--- config.mk ---
export PLATFORM = sky130hd
export DESIGN_NAME = udp_unicast_packet_classifier_unit
export DESIGN_NICKNAME = d
export VERILOG_FILES = /design/src/rtl/ucpc_pkg.sv /design/src/rtl/ucpc_frame_parser.sv /design/src/rtl/udp_unicast_packet_classifier_unit.sv
export SDC_FILE = /design/constraint.sdc
export NUM_CORES = 1
export LEC_CHECK = 0
export ABC_AREA = 1
export BUFFER_PORTS_ARGS = -buffer_cell sky130_fd_sc_hd__buf_4
export CORE_MARGIN = 3
export CORE_UTILIZATION = 30
export CTS_CLUSTER_SIZE = 8
export DETAILED_ROUTE_END_ITERATION = 16
export GPL_TIMING_DRIVEN = 0
export HOLD_SLACK_MARGIN = 0.12
export SLEW_MARGIN = 20
export SYNTH_ARGS = -nofsm -noshare
export SYNTH_HDL_FRONTEND = slang
export SYNTH_SLANG_ARGS = --single-unit
--- constraint.sdc ---
create_clock -name clock -period 22.9 [get_ports clock]
set_input_delay 0 -clock clock [delete_from_list [all_inputs] [get_ports clock]]
set_output_delay 0 -clock clock [all_outputs]
set_load 0.01 [all_outputs]
--- src/rtl/ucpc_pkg.sv ---
// ----------------------------------------------------------------------------
// UDP unicast packet classifier package
// Shared constants, reason codes and the per-frame status record.
// ----------------------------------------------------------------------------
package ucpc_pkg;

   localparam int NUM_QUEUES_DEFAULT = 64;
   localparam int QUEUE_W            = 6;
   localparam int OFFSET_W           = 7;
   localparam int CNT_W              = 64;
   localparam int NUM_COUNTERS       = 5;

   localparam logic [OFFSET_W-1:0] OFFSET_MAX      = 7'd127;
   localparam logic [OFFSET_W-1:0] OFS_ETYPE_HI    = 7'd12;
   localparam logic [OFFSET_W-1:0] OFS_ETYPE_LO    = 7'd13;
   localparam logic [OFFSET_W-1:0] OFS_VER_IHL     = 7'd14;
   localparam logic [OFFSET_W-1:0] OFS_PROTOCOL    = 7'd23;
   localparam logic [OFFSET_W-1:0] OFS_DST_ADDR_LO = 7'd30;
   localparam logic [OFFSET_W-1:0] OFS_DST_ADDR_HI = 7'd33;

   localparam logic [7:0] ETH_HDR_LEN = 8'd14;
   localparam logic [7:0] IP_MIN_LEN  = 8'd20;
   localparam logic [7:0] UDP_HDR_LEN = 8'd8;
   localparam logic [3:0] IHL_MIN     = 4'd5;

   localparam logic [7:0] ETYPE_IPV4_HI = 8'h08;
   localparam logic [7:0] ETYPE_IPV4_LO = 8'h00;
   localparam logic [7:0] PROTO_UDP     = 8'd17;

   localparam logic [1:0] CSR_TARGET_ADDRESS = 2'd0;
   localparam logic [1:0] CSR_TARGET_PORT    = 2'd1;
   localparam logic [1:0] CSR_FILTER_ENABLE  = 2'd2;
   localparam logic [1:0] CSR_SOCKET_MASK    = 2'd3;

   localparam logic [3:0] STOP_REDIRECTED = 4'd0;
   localparam logic [3:0] STOP_SHORT_ETH  = 4'd1;
   localparam logic [3:0] STOP_NOT_IPV4   = 4'd2;
   localparam logic [3:0] STOP_SHORT_IP   = 4'd3;
   localparam logic [3:0] STOP_NOT_UDP    = 4'd4;
   localparam logic [3:0] STOP_BAD_IHL    = 4'd5;
   localparam logic [3:0] STOP_SHORT_UDP  = 4'd6;
   localparam logic [3:0] STOP_DISABLED   = 4'd7;
   localparam logic [3:0] STOP_NO_MATCH   = 4'd8;
   localparam logic [3:0] STOP_NO_SOCKET  = 4'd9;

   localparam int CNT_FRAMES     = 0;
   localparam int CNT_IPV4       = 1;
   localparam int CNT_UDP        = 2;
   localparam int CNT_MATCHED    = 3;
   localparam int CNT_REDIRECTED = 4;

   typedef struct packed {
      logic [OFFSET_W-1:0] pos;
      logic [3:0]          header_words;
      logic                ethertype_ok;
      logic                protocol_ok;
      logic                address_match;
      logic                port_match;
      logic [QUEUE_W-1:0]  frame_queue;
   } frame_status_type;

endpackage

--- src/rtl/ucpc_frame_parser.sv ---
// ----------------------------------------------------------------------------
// UDP classifier frame parser
// Tracks byte position and header checks; reports the status after this byte.
// ----------------------------------------------------------------------------
module ucpc_frame_parser
   import ucpc_pkg::*;
(
   input  logic                   clock,
   input  logic                   reset,
   input  logic                   byte_fire,
   input  logic [7:0]             data_byte,
   input  logic                   end_of_frame,
   input  logic [QUEUE_W-1:0]     rx_queue,
   input  logic [31:0]            target_address,
   input  logic [15:0]            target_udp_port,
   output frame_status_type       status
);

   logic [OFFSET_W-1:0] offset_ff;
   logic [3:0]          hwords_ff;
   logic                eth_ok_ff;
   logic                proto_ok_ff;
   logic                addr_ok_ff;
   logic                port_ok_ff;
   logic [QUEUE_W-1:0]  queue_ff;

   logic [OFFSET_W-1:0] offset_in;
   logic [OFFSET_W-1:0] udp_base;
   logic [1:0]          addr_idx;
   logic [7:0]          addr_byte;
   frame_status_type    nxt;

   assign udp_base = OFFSET_W'(ETH_HDR_LEN) + OFFSET_W'({hwords_ff, 2'b00});
   assign addr_idx = offset_ff[1:0] - 2'd2;

   always_comb begin
      unique case (addr_idx)
         2'd0:    addr_byte = target_address[31:24];
         2'd1:    addr_byte = target_address[23:16];
         2'd2:    addr_byte = target_address[15:8];
         default: addr_byte = target_address[7:0];
      endcase
   end

   always_comb begin
      nxt.pos           = offset_ff;
      nxt.header_words  = hwords_ff;
      nxt.ethertype_ok  = eth_ok_ff;
      nxt.protocol_ok   = proto_ok_ff;
      nxt.address_match = addr_ok_ff;
      nxt.port_match    = port_ok_ff;
      nxt.frame_queue   = (offset_ff == '0) ? rx_queue : queue_ff;

      if (offset_ff == OFS_ETYPE_HI) begin
         nxt.ethertype_ok = (data_byte == ETYPE_IPV4_HI);
      end else if (offset_ff == OFS_ETYPE_LO) begin
         nxt.ethertype_ok = eth_ok_ff && (data_byte == ETYPE_IPV4_LO);
      end else if (offset_ff == OFS_VER_IHL) begin
         nxt.header_words = data_byte[3:0];
      end else if (offset_ff == OFS_PROTOCOL) begin
         nxt.protocol_ok = (data_byte == PROTO_UDP);
      end else if (offset_ff >= OFS_DST_ADDR_LO && offset_ff <= OFS_DST_ADDR_HI) begin
         nxt.address_match = (data_byte == addr_byte) &&
                             ((offset_ff == OFS_DST_ADDR_LO) || addr_ok_ff);
      end

      if (offset_ff > OFS_VER_IHL) begin
         if (offset_ff == udp_base + OFFSET_W'(2)) begin
            nxt.port_match = (data_byte == target_udp_port[15:8]);
         end else if (offset_ff == udp_base + OFFSET_W'(3)) begin
            nxt.port_match = port_ok_ff && (data_byte == target_udp_port[7:0]);
         end
      end
   end

   assign offset_in = (offset_ff == OFFSET_MAX) ? offset_ff : offset_ff + OFFSET_W'(1);
   assign status    = nxt;

   always_ff @(posedge clock) begin
      if (reset) begin
         offset_ff   <= '0;
         hwords_ff   <= '0;
         eth_ok_ff   <= 1'b0;
         proto_ok_ff <= 1'b0;
         addr_ok_ff  <= 1'b0;
         port_ok_ff  <= 1'b0;
         queue_ff    <= '0;
      end else if (byte_fire) begin
         if (end_of_frame) begin
            offset_ff   <= '0;
            hwords_ff   <= '0;
            eth_ok_ff   <= 1'b0;
            proto_ok_ff <= 1'b0;
            addr_ok_ff  <= 1'b0;
            port_ok_ff  <= 1'b0;
            queue_ff    <= '0;
         end else begin
            offset_ff   <= offset_in;
            hwords_ff   <= nxt.header_words;
            eth_ok_ff   <= nxt.ethertype_ok;
            proto_ok_ff <= nxt.protocol_ok;
            addr_ok_ff  <= nxt.address_match;
            port_ok_ff  <= nxt.port_match;
            queue_ff    <= nxt.frame_queue;
         end
      end
   end

endmodule

--- src/rtl/udp_unicast_packet_classifier_unit.sv ---
// ----------------------------------------------------------------------------
// UDP unicast packet classifier
// Byte-serial IPv4/UDP destination filter with redirect verdict and counters.
//
// Usage:
//   req_* carries an Ethernet frame one byte per item starting at the
//   destination MAC; req_tlast marks the frame's last byte and req_tuser the
//   receive queue (sampled on the first byte).
//   rsp_* gives one item per frame: redirect flag, stop reason and the five
//   wrapping event counters after this frame.
//   csr_* writes the match address, port, enable and socket mask; write only
//   while no frame is in flight.
// Timing:
//   One byte per cycle sustained. A last byte accepted on req_* passes through
//   the input register and, once rsp_* is free, the result register to rsp_*.
//   When rsp_tready is low a finished result holds; bytes that do not end a
//   frame keep flowing, a second frame end waits in the input register.
// Reset:
//   Clears the CSR registers, counters, frame state and both valid flags.
// ----------------------------------------------------------------------------
module udp_unicast_packet_classifier_unit
   import ucpc_pkg::*;
#(
   parameter int NUM_QUEUES = NUM_QUEUES_DEFAULT
)
(
   input  logic                          clock,
   input  logic                          reset,
   input  logic                          req_tvalid,
   output logic                          req_tready,
   input  logic [7:0]                    req_tdata,   // [7:0] data_byte
   input  logic                          req_tlast,   // end_of_frame
   input  logic [QUEUE_W-1:0]            req_tuser,   // [5:0] rx_queue
   output logic                          rsp_tvalid,
   input  logic                          rsp_tready,
   // [63:0] frames_seen, [127:64] ipv4_seen, [191:128] udp_seen,
   // [255:192] target_matched, [319:256] frames_redirected
   output logic [NUM_COUNTERS*CNT_W-1:0] rsp_tdata,
   output logic [4:0]                    rsp_tuser,   // [0] redirect, [4:1] stop_reason
   input  logic                          csr_we,
   input  logic [1:0]                    csr_index,
   input  logic [CNT_W-1:0]              csr_wdata
);

   logic [31:0]           taddr_ff;
   logic [15:0]           tport_ff;
   logic                  enable_ff;
   logic [NUM_QUEUES-1:0] mask_ff;

   logic                  in_valid_ff;
   logic [7:0]            in_data_ff;
   logic                  in_last_ff;
   logic [QUEUE_W-1:0]    in_queue_ff;

   logic                  out_valid_ff;
   logic [4:0]            out_user_ff;
   logic [CNT_W-1:0]      cnt_ff [NUM_COUNTERS];

   logic                  out_free;
   logic                  byte_fire;
   logic                  frame_done;
   frame_status_type      st;

   logic [7:0]            len;
   logic [7:0]            udp_need;
   logic [NUM_QUEUES-1:0] mask_shift;
   logic                  socket_bound;
   logic [3:0]            reason;
   logic [NUM_COUNTERS-1:0] cnt_inc;

   assign out_free   = !out_valid_ff || rsp_tready;
   assign byte_fire  = in_valid_ff && (!in_last_ff || out_free);
   assign frame_done = byte_fire && in_last_ff;
   assign req_tready = !in_valid_ff || byte_fire;

   ucpc_frame_parser u_parser (
      .clock           (clock),
      .reset           (reset),
      .byte_fire       (byte_fire),
      .data_byte       (in_data_ff),
      .end_of_frame    (in_last_ff),
      .rx_queue        (in_queue_ff),
      .target_address  (taddr_ff),
      .target_udp_port (tport_ff),
      .status          (st)
   );

   assign len          = {1'b0, st.pos} + 8'd1;
   assign udp_need     = ETH_HDR_LEN + {2'b00, st.header_words, 2'b00} + UDP_HDR_LEN;
   assign mask_shift   = mask_ff >> st.frame_queue;
   assign socket_bound = ({1'b0, st.frame_queue} < 7'(NUM_QUEUES)) && mask_shift[0];

   always_comb begin
      cnt_inc = '0;
      cnt_inc[CNT_FRAMES] = 1'b1;
      priority if (len < ETH_HDR_LEN) begin
         reason = STOP_SHORT_ETH;
      end else if (!st.ethertype_ok) begin
         reason = STOP_NOT_IPV4;
      end else if (len < ETH_HDR_LEN + IP_MIN_LEN) begin
         cnt_inc[CNT_IPV4] = 1'b1;
         reason = STOP_SHORT_IP;
      end else if (!st.protocol_ok) begin
         cnt_inc[CNT_IPV4] = 1'b1;
         reason = STOP_NOT_UDP;
      end else begin
         cnt_inc[CNT_IPV4] = 1'b1;
         cnt_inc[CNT_UDP]  = 1'b1;
         priority if (st.header_words < IHL_MIN) begin
            reason = STOP_BAD_IHL;
         end else if (len < udp_need) begin
            reason = STOP_SHORT_UDP;
         end else if (!enable_ff) begin
            reason = STOP_DISABLED;
         end else if (!(st.address_match && st.port_match)) begin
            reason = STOP_NO_MATCH;
         end else if (!socket_bound) begin
            cnt_inc[CNT_MATCHED] = 1'b1;
            reason = STOP_NO_SOCKET;
         end else begin
            cnt_inc[CNT_MATCHED]    = 1'b1;
            cnt_inc[CNT_REDIRECTED] = 1'b1;
            reason = STOP_REDIRECTED;
         end
      end
   end

   always_ff @(posedge clock) begin
      if (reset) begin
         taddr_ff  <= '0;
         tport_ff  <= '0;
         enable_ff <= 1'b0;
         mask_ff   <= '0;
      end else if (csr_we) begin
         unique case (csr_index)
            CSR_TARGET_ADDRESS: taddr_ff  <= csr_wdata[31:0];
            CSR_TARGET_PORT:    tport_ff  <= csr_wdata[15:0];
            CSR_FILTER_ENABLE:  enable_ff <= csr_wdata[0];
            CSR_SOCKET_MASK:    mask_ff   <= csr_wdata[NUM_QUEUES-1:0];
            default:            ;
         endcase
      end
   end

   always_ff @(posedge clock) begin
      if (reset) begin
         in_valid_ff <= 1'b0;
      end else if (req_tready) begin
         in_valid_ff <= req_tvalid;
      end
   end

   always_ff @(posedge clock) begin
      if (req_tready && req_tvalid) begin
         in_data_ff  <= req_tdata;
         in_last_ff  <= req_tlast;
         in_queue_ff <= req_tuser;
      end
   end

   always_ff @(posedge clock) begin
      if (reset) begin
         out_valid_ff <= 1'b0;
      end else if (out_free) begin
         out_valid_ff <= frame_done;
      end
   end

   always_ff @(posedge clock) begin
      if (frame_done) begin
         out_user_ff <= {reason, (reason == STOP_REDIRECTED)};
      end
   end

   always_ff @(posedge clock) begin
      for (int i = 0; i < NUM_COUNTERS; i++) begin
         if (reset) begin
            cnt_ff[i] <= '0;
         end else if (frame_done && cnt_inc[i]) begin
            cnt_ff[i] <= cnt_ff[i] + CNT_W'(1);
         end
      end
   end

   assign rsp_tvalid = out_valid_ff;
   assign rsp_tuser  = out_user_ff;

   always_comb begin
      for (int i = 0; i < NUM_COUNTERS; i++) begin
         rsp_tdata[i*CNT_W +: CNT_W] = cnt_ff[i];
      end
   end

endmodule
==> metrics, run 1 <==
Syn Nets=about 3500; kind of critical path=reg2reg; fin crit period=between 4 and 5 ns; clk_lat worst skew=0.62 ns; Int Power=around 1.6 mW; synthesized area per cell=between 8 and 9 um2; num ports=around 410; peak supply drop=0.04392 mV; Overflow after GRT=0; Clock Sinks=476; Synth Area in Adders=less than 1%; Synth Area in Compound Gates=a little under a tenth; R2R Setup Slk=around 18 ns; pin count of the biggest net entering global routing=between 40 and 50; CP arrival=between 5 and 6 ns; Num CTS Buffers=70; Detailed Route Iter0 Violations=1901; Root Buffer=clkbuf_16; layout cell share with drive strength beyond 1=between 10% and 20%; Die Ht=just over 300 um; worst hold slack=0.1760 ns; TritonRoute pass-1 iters=6; Hold Vio Cnt, Final=0; clock skew=~0.026 ns; core area=approximately 0.09 mm2; CTS Buffer Depth=3; vias after detailed routing=about 26000; Finished Core Util=approximately two fifths; Netlist cell types=64; placed standard-cell area=0.03212 mm2; Die Footprint=0.09484 mm2; Sw Share=between 20% and 30%; synthesis-to-finish area growth=28.47%; setup repair bufs after CTS=0; Main synth FF type=edfxtp_1; Sw Pwr=~0.59 mW; Static Leak=approximately 14 nW; H-Tree Depth=3; Worst setup EP type=flip-flop; DPL Wire Length=around 70000 um; CP max FO=21; Flop pwr share=between 40% and 50%; final wirelength=about 90000 um; top-area cell type share of the netlist area=37.33%; critical path startpoint category=flip-flop; Horiz. Die Dim=308.0 um; worst hold stages=2; # fillers=9270; # rows=110; Final nets=about 4100; RSZ-0062 raised after global routing=false; FF+latch count, synth=approximately 480; max-slew violation count=0; period utilisation layout=between 20% and 30%; Reg2Reg Depth=20; Setup-failing EPs final=0; synthesized area=0.02735 mm2; Vias/cell=4.912; Async SR Flop Fraction=0%; clock power share=between 40% and 50%; number of flops mapped to enable cells by yosys=340; global-route wire length before repair=approximately 140000 um; wire per inst=approximately 18 um; maxcap violations=0; Initial Utilization=~30%; Mapped Cells=3395; Req. time, crit path=23.22 ns; Simple-Gate Fraction of Synth Area=between 20 and 30%; cell taking the most area after synthesis=edfxtp_1; synth top area cells=edfxtp_1, dfxtp_1, nand2_1, inv_1, nor2_1; status=finished clean; antenna violations before repair=3; logic gate share of total power=between 10% and 20%; post-CTS sizing=0; PwrDens=63.47 mW/mm2; Total Power=around 2.2 mW; Hold Path Class=in2reg; Fin Setup TNS=0 ns; GPL Wtd Cong=~0.93; YS warnings=0; Final Cell Area=around 0.035 mm2; number of global-route vias before repair=~24000; Clock transition at path regs=about 0.05 ns; Rel. slew slack=between 20% and 30%; Tightest Pin Transition=between 1 and 1.5 ns; sequential element share of the synthesized area=47.28%; Antenna Nets Post-Route=0; area share of xor/xnor cells in the synthesized design=under 10%; drt drc=0; largest family of logic cells by synthesized area=simple AND/OR/NAND/NOR gates; TritonCTS clock tree=built; multiplexer area fraction after synthesis=0%; Fmax=208.6 MHz; port buffer count=411; Global Route Usage Sum=about a fifth
area by class of cell:
class / count / area, um2 / area share [%]
antenna: 3 / 7.507 / 0.02136
buffer: 87 / 406.6 / 1.157
clock buffer: 99 / 1892 / 5.383
clock inverter: 7 / 98.84 / 0.2813
inverter: 532 / 1998 / 5.686
multi-input combinational: 2300 / 12060 / 34.31
sequential: 476 / 12930 / 36.80
tap: 1176 / 1471 / 4.187
timing repair buffer: 520 / 4277 / 12.17
state kept, by name, indices dropped and copies added, names as in the netlist:
register              flops
cnt_ff                  320
rsp_tvalid                1
rsp_tuser                 5
u_parser.port_ok_ff       1
u_parser.eth_ok_ff        1
mask_ff                  64
in_data_ff                8
u_parser.offset_ff        7
in_valid_ff               1
enable_ff                 1
u_parser.addr_ok_ff       1
in_last_ff                1
u_parser.proto_ok_ff      1
in_queue_ff               6
u_parser.hwords_ff        4
u_parser.queue_ff         6
tport_ff                 16
taddr_ff                 32
path summary, 6_finish.rpt:
path                                                    startpoint                           to
worst max-delay path            u_parser.offset_ff[1]$_SDFFE_PP0P_  cnt_ff[4][48]$_SDFFCE_PN0P_
worst min-delay path                                  req_tuser[1]     in_queue_ff[1]$_DFFE_PP_
worst max register to register  u_parser.offset_ff[1]$_SDFFE_PP0P_  cnt_ff[4][48]$_SDFFCE_PN0P_
worst min register to register            mask_ff[33]$_SDFFE_PP0P_     mask_ff[33]$_SDFFE_PP0P_
per-stage QoR:
step,setup slack [ns],std cells
final,18.11,5200
after global placement,11.76,4982
after floorplan,14.90,3395
after CTS,18.12,5197
after detailed placement,18.15,4989
after global routing,17.75,5200
worst max-delay path, cell delays in order (launching register included):
cell and delay [ns]:
dfxtp_1 0.52, ha_1 0.21, clkbuf_1 0.35, inv_1 0.12, nor3_2 0.24, nand3_2 0.17
o21ai_0 0.34, inv_1 0.15, ha_1 0.23, xnor2_1 0.14, ha_1 0.29, nand4_1 0.08
a21oi_1 0.14, nor2_1 0.10, nor2_1 0.09, nand3_1 0.10, inv_2 0.12, nand3_4 0.15
o21ai_4 0.52, buf_16 0.22, buf_16 0.17
routing by layer:
metal / routed length (um) / global-route usage, %
met5: 0 / 0
met4: 3253 / 7.252
met3: 5045 / 2.939
met2: 43640 / 31.41
met1: 39750 / 24.18
Yosys cell counts, types with 4 or more instances:
cell	count
nand2_1	548
inv_1	516
nor2_1	420
edfxtp_1	340
a21oi_1	231
nand3_1	181
o21ai_0	179
nor3_1	171
dfxtp_1	136
xor2_1	86
nor4_1	83
nand4_1	80
clkbuf_1	55
xnor2_1	35
or2_2	30
nor2_2	26
nor3b_1	25
buf_2	22
nor3b_2	19
ha_1	18
o21ai_1	16
and3_1	15
nand3_2	15
nor3_2	15
inv_2	13
nor2_4	12
o21a_1	10
a31oi_1	8
nand2_2	8
nand4_2	6
o31ai_1	6
buf_6	5
nand3b_1	5
buf_4	4
o21ai_2	4
o221ai_1	4
cells by family after synthesis:
kind of cell               after synthesis
and+or+nand+nor                       1679
buffers and inverters                  619
AOI/OAI and AO/OA                      482
DFF                                    476
xor gates and xnor gates               121
adders and majority gates               18
placed cells by master, fill, tap and decap left out, drive strengths merged, types with 86 or more instances in the layout:
cell type,n
nand2,558
inv,531
nor2,459
buf,450
edfxtp,340
a21oi,232
o21ai,201
nand3,199
nor3,188
clkbuf,154
dfxtp,136
dlygate4sd3,102
nand4,88
xor2,86
repair_timing:
action                                  CTS  global route
hold buffers                            102             0
hold endpoints to repair                134             0
endpoints found under the setup margin    0             0
power groups by stage:
stage | clock network [mW] | logic [mW] | registers, mW
2_1_floorplan | 0 | 0.105 | 1.03
3_3_place_gp | 0 | 0.222 | 1.03
3_5_place_dp | 0 | 0.228 | 1.03
4_1_cts | 1.00 | 0.244 | 1.01
5_1_grt | 1.04 | 0.266 | 1.02
6_report | 0.977 | 0.242 | 1.01
(Power assumes the default switching activity.)
==> run 2: changes to the inputs <==
clock period = 4.7 ns   (was 22.9 ns; I/O delays follow)
==> metrics, run 2 (synthesis gave the netlist of run 1 again) <==
Initial Utilization=30.34% (unchanged); H-Tree Depth=3 (unchanged); Num CTS Buffers=70 (unchanged); status=finished clean; Final Cell Area=0.03527 mm2 (+0.36%); Rel. slew slack=26.45% (-0.41 points); max-slew violation count=0 (unchanged); fin crit period=4.362 ns (-0.4320 ns); PwrDens=306.1 mW/mm2 (+380%); core area=0.09015 mm2 (unchanged); period utilisation layout=92.80% (+72 points); Die Ht=308.0 um (unchanged); final std cells w/o fill=5211 (+0.21%); Sw Share=25.89% (-0.74 points); Hold Path Class=in2reg; worst hold slack=0.1734 ns (-0.002569 ns); number of global-route vias before repair=24220 (-0.38%); Sw Pwr=2.796 mW (+370%); Total Power=10.80 mW (+380%); largest delay contributor family on the critical path=buffers and inverters; # rows=110 (unchanged); most frequent cells in the layout=nand2_1, inv_1, nor2_1, buf_4, edfxtp_1; antenna violations before repair=3 (unchanged); Die Footprint=0.09484 mm2 (unchanged); Req. time, crit path=5.01 ns (-18.21 ns); top flop regs=cnt_ff x320, mask_ff x64, taddr_ff x32; wire per inst=17.65 um (+0.13%); maxcap violations=0 (unchanged); TritonRoute pass-1 iters=7 (+1); Static Leak=13.81 nW (-0.31%); Fin Setup TNS=0 ns (unchanged); dpl cells=4989 (unchanged); Global Route Usage Sum=18.71% (about the same); Flop pwr share=45.4% (about the same); CP max FO=17 (-19%); logic gate share of total power=10.5% (-0.4 points); Horiz. Die Dim=308.0 um (unchanged); RSZ-0062 raised after global routing=false; Final nets=4103 (+0.29%); CTS Buffer Depth=3 (unchanged); Fmax=229.3 MHz (+9.9%); GPL Wtd Cong=0.9455 (+1.5%); clock power share=44.1% (+0.3 points); num ports=413 (unchanged); commonest non-fill, non-tap cell in the layout=nand2_1; Detailed Route Iter0 Violations=1922 (+1.1%); Clock Sinks=476 (unchanged); Reg with most FFs=cnt_ff; max reg flops=320 (unchanged); synthesis-to-finish area growth=28.93%; Worst setup EP type=flip-flop; Root Buffer=clkbuf_16; CP arrival=4.67 ns (-0.44 ns); peak supply drop=0.2172 mV (+390%); final wirelength=92000 um (+0.34%); # fillers=9233 (-0.40%); vias after detailed routing=25720 (+0.70%); final setup margin=0.3384 ns (-17.77 ns); buffers and inverters on the worst path=7 (+1); TritonCTS clock tree=built; placed standard-cell area=0.03212 mm2 (about the same); port buffer count=411 (unchanged); Overflow after GRT=0 (unchanged); clock skew=0.02371 ns (-0.002134 ns); crit-path max cell delay=0.40 ns (-0.12 ns); pin count of the biggest net entering global routing=55 (+17%); Tightest Pin Transition=1.103 ns (+0.006128 ns); kind of critical path=reg2reg; Clock transition at path regs=0.05 ns (about the same); DPL Wire Length=69520 um (about the same); layout cell share with drive strength beyond 1=17.53% (+0.027 points); critical path startpoint category=flip-flop; Finished Core Util=39.12% (+0.14 points); pre-CTS worst setup slack=-0.3604 ns (-18.51 ns); clk_lat worst skew=0.62 ns (about the same); Antenna Nets Post-Route=0 (unchanged); Int Power=8.000 mW (+390%); critical-path cell list=inv_1 -> ha_1 -> inv_1 -> nor3_2 -> nand3_2 -> o21ai_1 -> inv_1 -> ha_1 -> xnor2_1 -> ha_1 -> nand4_1 -> a21oi_1 -> nor2_1 -> nor2_1 -> nand3_1 -> inv_2 -> nand3_4 -> o21ai_4 -> buf_16 -> buf_16 -> buf_8; drt drc=0 (unchanged); Setup-failing EPs final=0 (unchanged); Hold Vio Cnt, Final=0 (unchanged); Crit-path slowest cell=ha_1; global-route wire length before repair=140300 um (about the same); Vias/cell=4.936 (+0.49%)
[run 2: per-layer routing]
layer | global-route usage (%) | part of all wire [%] | vias up
li1 | - | - | 12630
met3 | 2.795 | 4.8 | 161
met2 | 32.15 | 49 | 747
met5 | 0 | 0 | -
met1 | 24.22 | 44 | 12190
met4 | 5.863 | 2.8 | 0
[run 2: what timing repair did]
action / in CTS / in global routing
buffers inserted: 1 / 0
hold endpoints to repair: 135 / 0
gates resized for setup: 0 / 5
gates cloned: 0 / 0
pin swaps: 1 / 0
endpoints found under the setup margin: 31 / 193
hold buffers: 114 / 0
[run 2: area by class of cell]
| type | instances | area (um2) | share of cell area [%] |
|---|---|---|---|
| sequential | 476 | 12930 | 36.68 |
| multi-input combinational | 2300 | 12060 | 34.20 |
| timing repair buffer | 533 | 4399 | 12.47 |
| inverter | 532 | 1998 | 5.666 |
| clock buffer | 99 | 1946 | 5.517 |
| tap | 1176 | 1471 | 4.172 |
| buffer | 86 | 402.9 | 1.142 |
| clock inverter | 6 | 46.29 | 0.1313 |
| antenna | 3 | 7.507 | 0.02129 |
[run 2: worst paths after layout]
check,startpoint,end,slack [ns],depth (start not counted)
worst min-delay path,req_tdata[0],in_data_ff[0]$_DFFE_PP_,0.17,2
worst max register to register,u_parser.offset_ff[0]$_SDFFE_PP0P_,cnt_ff[4][60]$_SDFFCE_PN0P_,0.34,21
worst max-delay path,u_parser.offset_ff[0]$_SDFFE_PP0P_,cnt_ff[4][60]$_SDFFCE_PN0P_,0.34,21
worst min register to register,mask_ff[15]$_SDFFE_PP0P_,mask_ff[15]$_SDFFE_PP0P_,0.44,2
[run 2: power groups by stage]
stage               registers (mW)  clock network, mW  logic (mW)
floorplan                     4.99                  0       0.489
global placement              4.99                  0        1.03
detailed placement            4.98                  0        1.05
CTS                           4.90               4.89        1.13
global route                  4.93               5.03        1.24
finish                        4.90               4.76        1.13
==> run 3: changes to the inputs <==
CORE_ASPECT_RATIO = 1.4   (was default)
==> metrics, run 3 (synthesis gave the netlist of run 1 again) <==
Setup-failing EPs final=0 (unchanged); Root Buffer=clkbuf_16; global-route wire length before repair=140500 um (+0.18%); Initial Utilization=30.36% (about the same); R2R Setup Slk=0.45 ns (+0.11 ns); Die Ht=363.3 um (+18%); Antenna Nets Post-Route=0 (unchanged); Die Footprint=0.09489 mm2 (about the same); wire per inst=17.52 um (-0.73%); core area=0.09011 mm2 (about the same); Req. time, crit path=5.01 ns (about the same); fin crit period=4.251 ns (-0.1103 ns); max-slew violation count=0 (unchanged); Global Route Usage Sum=18.77% (+0.059 points); layout cell share with drive strength beyond 1=17.56% (+0.025 points); vias after detailed routing=25550 (-0.69%); Fin Setup TNS=0 ns (unchanged); period utilisation layout=90.45% (-2.3 points); commonest non-fill, non-tap cell in the layout=nand2_1; maxcap violations=0 (unchanged); max reg flops=320 (unchanged); GPL Wtd Cong=0.9021 (-4.6%); Num CTS Buffers=70 (unchanged); critical path startpoint category=flip-flop; DPL Wire Length=69760 um (+0.34%); # rows=130 (+18%); top flop regs=cnt_ff x320, mask_ff x64, taddr_ff x32; kind of critical path=reg2reg; Worst setup EP type=flip-flop; Hold Vio Cnt, Final=0 (unchanged); Horiz. Die Dim=261.2 um (-15%); Clock Sinks=476 (unchanged); most frequent cells in the layout=nand2_1, inv_1, nor2_1, buf_4, edfxtp_1; # fillers=9300 (+0.73%); synthesis-to-finish area growth=29.40%; Static Leak=13.84 nW (+0.24%); port buffer count=411 (unchanged); Fmax=235.2 MHz (+2.6%); pin count of the biggest net entering global routing=53 (-3.6%); clock skew=0.03711 ns (+0.01340 ns); clk_lat worst skew=0.64 ns (+0.02 ns); Rel. slew slack=34.01% (+7.6 points); antenna violations before repair=16 (+13); Total Power=10.77 mW (-0.26%); Detailed Route Iter0 Violations=1879 (-2.2%); CP max FO=21 (+4); Clock transition at path regs=0.05 ns (about the same); number of global-route vias before repair=24960 (+3.1%); Hold Path Class=in2reg; TritonCTS clock tree=built; TritonRoute pass-1 iters=8 (+1); num ports=413 (unchanged); final std cells w/o fill=5237 (+0.50%); Reg with most FFs=cnt_ff; drt drc=0 (unchanged); RSZ-0062 raised after global routing=false; Tightest Pin Transition=0.9898 ns (-0.1134 ns); final wirelength=91780 um (-0.24%); PwrDens=304.2 mW/mm2 (-0.63%); Overflow after GRT=0 (unchanged); dpl cells=5001 (+0.24%); peak supply drop=0.2393 mV (+10%); Final nets=4109 (+0.15%); CP arrival=4.57 ns (-0.10 ns); status=finished clean; H-Tree Depth=3 (unchanged); Vias/cell=4.878 (-1.2%); CTS Buffer Depth=3 (unchanged)
-- run 3: repair_timing --
| action | CTS | global route |
|---|---|---|
| hold buffers | 120 | 0 |
| setup endpoints to repair | 0 | 241 |
| resized for setup | 0 | 7 |
| hold endpoints to repair | 134 | 0 |
| setup buffers | 0 | 1 |
-- run 3: path summary, 6_finish.rpt --
check / from / to / cells after the start
max: u_parser.offset_ff[0]$_SDFFE_PP0P_ / cnt_ff[4][53]$_SDFFCE_PN0P_ / 20
min: req_tdata[5] / in_data_ff[5]$_DFFE_PP_ / 2
max reg2reg: u_parser.offset_ff[0]$_SDFFE_PP0P_ / cnt_ff[4][53]$_SDFFCE_PN0P_ / 20
min reg2reg: mask_ff[31]$_SDFFE_PP0P_ / mask_ff[31]$_SDFFE_PP0P_ / 2
-- run 3: metal layers --
layer | global-route usage, % | part of all wire, % | up-vias
met5 | 0 | 0 | -
met4 | 8.636 | 3.9 | 0
met2 | 33.31 | 50 | 815
li1 | - | - | 12620
met3 | 3.448 | 5.9 | 203
met1 | 21.79 | 40 | 11910
-- run 3: power breakdown --
group / switching (mW) / leakage (nW) / internal (mW) / total (mW)
logic: 0.663 / 8.42 / 0.468 / 1.13
clock network: 2.00 / 0.956 / 2.74 / 4.73
registers: 0.206 / 4.47 / 4.70 / 4.90
-- run 3: critical path, stage by stage (launching register included) --
cell,delay [ns]
dfxtp_2,0.44
inv_1,0.11
ha_1,0.25
inv_1,0.09
buf_2,0.28
nand3_2,0.22
o21ai_1,0.25
inv_1,0.12
ha_1,0.24
xnor2_1,0.14
ha_1,0.28
nand4_1,0.09
a21oi_1,0.13
nor2_1,0.11
nor2_1,0.10
nand3_1,0.12
inv_2,0.12
nand3_4,0.14
o21ai_4,0.30
buf_16,0.21
buf_16,0.18
-- run 3: final cells by class --
cell class / instances / area [um2] / share of cell area (%)
Clock buffer: 90 / 1827 / 5.161
Clock inverter: 9 / 155.1 / 0.4383
Timing Repair Buffer: 539 / 4487 / 12.68
Antenna cell: 17 / 42.54 / 0.1202
Multi-Input combinational cell: 2300 / 12060 / 34.08
Tap cell: 1188 / 1486 / 4.199
Inverter: 532 / 1998 / 5.645
Buffer: 86 / 404.1 / 1.142
Sequential cell: 476 / 12930 / 36.54
-- run 3: through the flow --
stage | area [um2] | setup WS, ns | utilization [%] | hold WS [ns]
2_1_floorplan | 27370 | 0.2865 | - | 0.09887
3_3_place_gp | 31940 | -0.8705 | 35.44 | 0.1804
3_5_place_dp | 32160 | 0.03512 | 35.69 | 0.1802
4_1_cts | 35340 | 0.03703 | 39.22 | 0.1231
5_1_grt | 35400 | 0.08344 | 39.28 | 0.1334
6_report | 35400 | 0.4487 | 39.28 | 0.1539
